`config.mk`:
```
export PLATFORM = sky130hd
export DESIGN_NAME = pmormq_ctrl
export DESIGN_NICKNAME = d
export VERILOG_FILES = /design/src/hdl/pmormq_pkg.sv /design/src/hdl/pmormq_ctrl.sv
export SDC_FILE = /design/constraint.sdc
export NUM_CORES = 1
export LEC_CHECK = 0
export BUFFER_PORTS_ARGS = -buffer_cell sky130_fd_sc_hd__buf_2
export CELL_PAD_IN_SITES_DETAIL_PLACEMENT = 1
export CELL_PAD_IN_SITES_GLOBAL_PLACEMENT = 1
export CORE_MARGIN = 5
export CORE_UTILIZATION = 27
export CTS_CLUSTER_DIAMETER = 120
export DETAILED_ROUTE_END_ITERATION = 10
export PLACE_DENSITY_LB_ADDON = 0.1
export SKIP_CTS_REPAIR_TIMING = 1
export SYNTH_ARGS = -nofsm -noshare
export SYNTH_HDL_FRONTEND = slang
export SYNTH_SLANG_ARGS = --single-unit
```
`constraint.sdc`:
```
create_clock -name clk_i -period 1.18 [get_ports clk_i]
set_input_delay 0 -clock clk_i [delete_from_list [all_inputs] [get_ports clk_i]]
set_output_delay 0 -clock clk_i [all_outputs]
set_load 0.1 [all_outputs]
```
`src/hdl/pmormq_pkg.sv`:
```
package pmormq_pkg;

  localparam int BLOCK_LEN_DEF = 8;
  localparam int MAX_ITEMS_DEF = 4096;

  localparam int VAL_W = 32;
  localparam int IDX_W = 12;

  localparam logic KIND_APPEND = 1'b0;
  localparam logic KIND_QUERY  = 1'b1;

  // Commands from the controller to the datapath.
  typedef struct packed {
    logic append;
    logic q_load;
    logic div1;
    logic div2;
    logic blk_rd;
    logic blk_sel;
    logic walk_load;
    logic walk_step;
    logic scan_issue;
    logic out_load;
    logic out_err;
  } cmd_t;

  // Status from the datapath to the controller.
  typedef struct packed {
    logic full;
    logic q_bad;
    logic same_blk;
    logic adj_blk;
    logic walk_end;
    logic scan_end;
  } sts_t;

  // Clamps a widened value to the signed 32-bit range.
  function automatic logic signed [VAL_W-1:0] sat_val(logic signed [VAL_W:0] v);
    logic signed [VAL_W-1:0] r;
    if (v > $signed({2'b00, {(VAL_W-1){1'b1}}})) begin
      r = {1'b0, {(VAL_W-1){1'b1}}};
    end else if (v < $signed({2'b11, {(VAL_W-1){1'b0}}})) begin
      r = {1'b1, {(VAL_W-1){1'b0}}};
    end else begin
      r = v[VAL_W-1:0];
    end
    return r;
  endfunction

endpackage

```
`src/hdl/pmormq_ctrl.sv`:
```
module pmormq_ctrl (
  input  logic               clk_i,
  input  logic               rst_ni,
  input  logic               in_valid_i,
  input  logic               kind_i,
  output logic               in_stall_o,
  output logic               out_valid_o,
  input  logic               out_stall_i,
  output pmormq_pkg::cmd_t   cmd_o,
  input  pmormq_pkg::sts_t   sts_i
);

  localparam logic [3:0] S_IDLE  = 4'd0;
  localparam logic [3:0] S_DIV1  = 4'd1;
  localparam logic [3:0] S_DIV2  = 4'd2;
  localparam logic [3:0] S_RDA   = 4'd3;
  localparam logic [3:0] S_LOADA = 4'd4;
  localparam logic [3:0] S_STEPA = 4'd5;
  localparam logic [3:0] S_RDB   = 4'd6;
  localparam logic [3:0] S_LOADB = 4'd7;
  localparam logic [3:0] S_STEPB = 4'd8;
  localparam logic [3:0] S_SCAN  = 4'd9;
  localparam logic [3:0] S_OUT   = 4'd10;

  logic [3:0] state_q, state_d;
  logic       err_q, err_d;
  logic       out_valid_q, out_valid_d;

  always_comb begin
    state_d     = state_q;
    err_d       = err_q;
    out_valid_d = out_valid_q & out_stall_i;
    cmd_o       = '0;
    case (state_q)
      S_IDLE: begin
        if (in_valid_i) begin
          if (kind_i == pmormq_pkg::KIND_APPEND) begin
            if (sts_i.full) begin
              err_d   = 1'b1;
              state_d = S_OUT;
            end else begin
              cmd_o.append = 1'b1;
            end
          end else begin
            if (sts_i.q_bad) begin
              err_d   = 1'b1;
              state_d = S_OUT;
            end else begin
              err_d        = 1'b0;
              cmd_o.q_load = 1'b1;
              state_d      = S_DIV1;
            end
          end
        end
      end
      S_DIV1: begin
        cmd_o.div1 = 1'b1;
        state_d    = S_DIV2;
      end
      S_DIV2: begin
        cmd_o.div2 = 1'b1;
        state_d    = S_RDA;
      end
      S_RDA: begin
        cmd_o.blk_rd = 1'b1;
        state_d      = S_LOADA;
      end
      S_LOADA: begin
        cmd_o.walk_load = 1'b1;
        state_d         = S_STEPA;
      end
      S_STEPA: begin
        if (!sts_i.walk_end) begin
          cmd_o.walk_step = 1'b1;
        end else if (sts_i.same_blk) begin
          state_d = S_OUT;
        end else begin
          state_d = S_RDB;
        end
      end
      S_RDB: begin
        cmd_o.blk_rd  = 1'b1;
        cmd_o.blk_sel = 1'b1;
        state_d       = S_LOADB;
      end
      S_LOADB: begin
        cmd_o.blk_sel   = 1'b1;
        cmd_o.walk_load = 1'b1;
        state_d         = S_STEPB;
      end
      S_STEPB: begin
        cmd_o.blk_sel = 1'b1;
        if (!sts_i.walk_end) begin
          cmd_o.walk_step = 1'b1;
        end else if (sts_i.adj_blk) begin
          state_d = S_OUT;
        end else begin
          state_d = S_SCAN;
        end
      end
      S_SCAN: begin
        if (!sts_i.scan_end) begin
          cmd_o.scan_issue = 1'b1;
        end else begin
          state_d = S_OUT;
        end
      end
      S_OUT: begin
        if (!out_valid_q || !out_stall_i) begin
          cmd_o.out_load = 1'b1;
          cmd_o.out_err  = err_q;
          out_valid_d    = 1'b1;
          state_d        = S_IDLE;
        end
      end
      default: begin
        state_d = S_IDLE;
      end
    endcase
  end

  always_ff @(posedge clk_i or negedge rst_ni) begin
    if (!rst_ni) begin
      state_q     <= S_IDLE;
      err_q       <= 1'b0;
      out_valid_q <= 1'b0;
    end else begin
      state_q     <= state_d;
      err_q       <= err_d;
      out_valid_q <= out_valid_d;
    end
  end

  assign in_stall_o  = (state_q != S_IDLE);
  assign out_valid_o = out_valid_q;

endmodule

```
=== Word level (Yosys, flattened, before mapping) ===
Index checks and enable logic that the tools add are counted.
Widths: inputs -> output; s select.

* Register bits after elaboration: 6
* Input bits: 11
* Output and inout port bits: 13
* Word-level logic and storage cells: 65

* Equal/unequal tests: 16
* Multiplexer cells: 33
* Bitwise operators: 1
* Reduce and logical (&&, ||, !) cells: 12

{| class="wikitable"
|+ Operators by type and width
! operator !! count
|-
| $pmux 4 s11 || 1
|-
| $mux 4 || 9
|-
| $mux 1 || 18
|-
| $eq 4x3->1 const B || 4
|-
| $eq 4x4->1 const B || 3
|-
| $mux 2 || 5
|-
| $ne 2x2->1 const B || 5
|-
| $eq 4x2->1 const B || 2
|-
| $reduce_and 6->1 || 1
|-
| $reduce_or 2->1 || 3
|-
| $eq 4x1->1 const B || 1
|-
| $logic_not 4->1 || 1
|-
| $reduce_bool 4->1 || 1
|-
| $ne 3x3->1 const B || 1
|-
| $reduce_and 3->1 || 1
|-
| $reduce_or 3->1 || 1
|-
| $logic_not 1->1 || 2
|-
| $reduce_bool 2->1 || 1
|-
| $and 1x1->1 || 1
|-
| $logic_or 1x1->1 || 1
|}

=== Depth between registers and ports, before layout ===
* Depth in word-level cells: 4
* Mapped depth: 6
* Mapped depth without buffers: 5

=== Worst setup path after synthesis ===
OpenSTA, ideal clock, no wires.

* Kind: flip-flop to output port
* Start: reg state_q[1]
* End: out cmd_o[7] in the netlist's numbering
* Arrival time: 3772 ps
* Required time: 1180 ps
* Path slack: -2592 ps
* Cell stages (with the launch flop): 4
* Cells stage by stage: dfrtp_1 > buf_2 > buf_2 > nor4b_1

{| class="wikitable"
|+ RTL lines
! what !! line !! RTL
|-
| start: declaration || pmormq_ctrl.sv:25 || <nowiki>logic [3:0] state_q, state_d;</nowiki>
|-
| start signal: assignment || pmormq_ctrl.sv:128 || <nowiki>state_q <= state_d;</nowiki>
|-
| end: declaration || pmormq_ctrl.sv:9 || <nowiki>output pmormq_pkg::cmd_t cmd_o,</nowiki>
|}

==> impl_metrics.ini <==
[floorplan]
core_area_mm2 = 0.00190
die_area_mm2 = 0.00292
dieWidth_um = 54.0
initial_utilization_pct = 27.5
io_pins = 24
row_count = 16
die_height_um = 54.0

[setup_path]
crit_type = reg -> out
required_ns = 1.18
path_delay_family = flip-flops
reg2reg_from = state_q[2]$_DFFE_PN0P_
cp-startpoint = state_q[0]$_DFFE_PN0P_
cp_slowest_cell = dfrtp_2
rrSetupSlack_ns = -0.41
worstPathMaxFanout = 6
cpPeakStageDelay_ns = 0.45
cp_data_arrival_time_ns = 1.59
critPathBufInv = 2
worstPathCellList = buf_6 -> nand4bb_4 -> a21oi_4 -> and2_4 -> buf_12
path_depth = 5
worst_setup_path_end_kind = primary output
reg2reg_depth = 5
critPathLaunchType = flop

[layout]
final_common_cell = buf_4
fillers = 194
layout_common_cells = 22 x buf_4, 12 x buf_12, 11 x buf_2, 9 x buf_6, 6 x a21oi_1
fin_util_pct = 69.8
multi_input_area_um2 = 526
synthToLayoutAreaGrowth_pct = 154
n_antenna_cell = 0
fin_nets = 136
seq_area_um2 = 159
fin_area_mm2 = 0.00133
drive_above_1_share_pct = 69.9

[synth]
synth-seq-cells = 6
yosysTopAreaCell = dfrtp_1
ys_warn_count = 0
ys_types = 28
netlist_area_um2 = 523
synth_xor_xnor_area_share_pct = 3.35
synth-compound-area-share_pct = 27.0
synth-simple-area-share_pct = 33.3
synth_cells = 70
avgSynthCellArea_um2 = 7.47
synth_fp_nets = 81
synth_area_leaders = dfrtp_1 29%, a21oi_1 6.7%, nor2_1 6.5%, buf_2 4.8%, nand2b_1 4.8%
muxShareOfSynthArea_pct = 0
synthAdderAreaFrac_pct = 0
synth_top_family_by_area = simple AND/OR/NAND/NOR gates
synth_top_area_share_pct = 28.7
yosysSeqAreaShare_pct = 28.7

[sta]
fin_crit_sh_pct = 135
final-hold-violation-count = 0
slew_headroom_pct = 67.8
setup_ws_ns = -0.409
post-route-min-period_ns = 1.59
worst_pin_slew_ns = 0.486
clock_skew_ns = 0.00893
max_freq_mhz = 629
maxSlewViolCount = 0
setup_viol = 16
finalSetupTns_ns = -5.51
rsz0062_at_grt = yes

[flow_run]
maxCapViolCount = 0

[detailed_routing]
wl_met1_um = 1060
vias = 782
viasPerCell = 5.21
wl_met2_um = 1630
drt-total-wl_um = 2930
maxUsedRoutingLayer = met4
drcViolationCount = 0
drt_iter0_drc = 12
wl_met3_um = 120
routedWlPerCell_um = 19.5
drtAntennaViolNets = 0
first_pass_iters = 4

[cts]
cts_buffer_depth = 2
clock-sinks = 6
h-tree-depth = 1
cts-root-buf = clkbuf_4
cts.reportedPaths.clkPinSlew_ns = 0.06
numCtsBuffers = 3
cts_tree = done
clkLatencyLatePin_ns = 0.26

[global_routing]
antenna_found_initial = 0
grt_pass1_vias = 738
grt_max_degree = 11
grt_pass1_wl_um = 3310
gr-total-overflow = 0
grt.total_usage_pct = 15.8

[power_and_ir_drop]
leakage_uw = 0.000563
power_uw = 4500
power.density_mw_per_mm2 = 3390
vdd_drop_max_v = 0.00270

[placement]
dp_hpwl_um = 1690
routabilityCongestion = 0.765
io_buffers = 23
pre_cts_slack_ns = -0.252
postPlaceCellArea_mm2 = 0.00113

[run_status]
status = finished with violations
violations = setup timing

[hold_path]
holdPathStages = 3
hold_class = in -> reg
min_from = in_valid_i
==> registers in the layout, indices dropped and copies added, names as in the netlist <==
register     count
state_q          4
out_valid_o      1
err_q            1
==> tightest hold or removal path, cell delays in order <==
cell     delay, ns
buf_2         0.11
a31oi_1       0.08
nor2_1        0.08
==> per-layer routing <==
| layer | track usage (%) | vias up |
|---|---|---|
| met4 | 3.73 | 0 |
| met3 | 3.88 | 10 |
| li1 | - | 361 |
| met5 | 0 | - |
| met2 | 29.4 | 31 |
| met1 | 17.8 | 380 |
==> logic make-up after synthesis <==
kind of cell    count (synthesis)
simple gates                   31
flops                           6
compound gates                 22
buf+inv                         9
xor+xnor                        2
==> synthesized netlist by cell type <==
| library cell | n |
|---|---|
| a21boi_0 | 1 |
| a21oi_1 | 7 |
| a31oi_1 | 2 |
| and2_1 | 1 |
| and3b_1 | 1 |
| buf_2 | 5 |
| dfrtp_1 | 6 |
| inv_1 | 4 |
| nand2_1 | 5 |
| nand2b_1 | 4 |
| nand3_1 | 1 |
| nand3b_1 | 1 |
| nand4bb_1 | 1 |
| nor2_1 | 9 |
| nor3_1 | 3 |
| nor3b_1 | 2 |
| nor4_2 | 1 |
| nor4b_1 | 1 |
| o211ai_1 | 1 |
| o21ai_0 | 3 |
| o21ai_1 | 1 |
| o21ai_2 | 1 |
| o31ai_1 | 3 |
| o32a_1 | 1 |
| o32ai_1 | 2 |
| or2_2 | 1 |
| xnor2_1 | 1 |
| xor2_1 | 1 |
==> layout make-up <==
class,count,area share (%)
repair buffers,55,43.1
multi-input cells,55,39.6
flip-flops and latches,6,12.0
well taps,27,2.54
clock buffers,3,1.70
inverters,4,1.13
==> power breakdown <==
part,switching [uW],internal [uW]
Clock,90.1,116
Combinational,2180,1640
Sequential,153,317
Total,2420,2080
==> through the flow <==
stage / instances / hold WS (ns)
final: 150 / 0.0609
after global routing: 150 / 0.0837
after CTS: 139 / -0.436
after detailed placement: 136 / -0.170
after global placement: 136 / -0.170
after floorplan: 70 / -0.296
==> worst paths after layout <==
path                                          end
max                                      cmd_o[0]
min                             err_q$_DFFE_PN0P_
min reg2reg                     err_q$_DFFE_PN0P_
max reg2reg                state_q[3]$_DFFE_PN0P_
max in group asynchronous   out_valid_o$_DFF_PN0_
min in group asynchronous  state_q[1]$_DFFE_PN0P_
(Power assumes the default switching activity.)
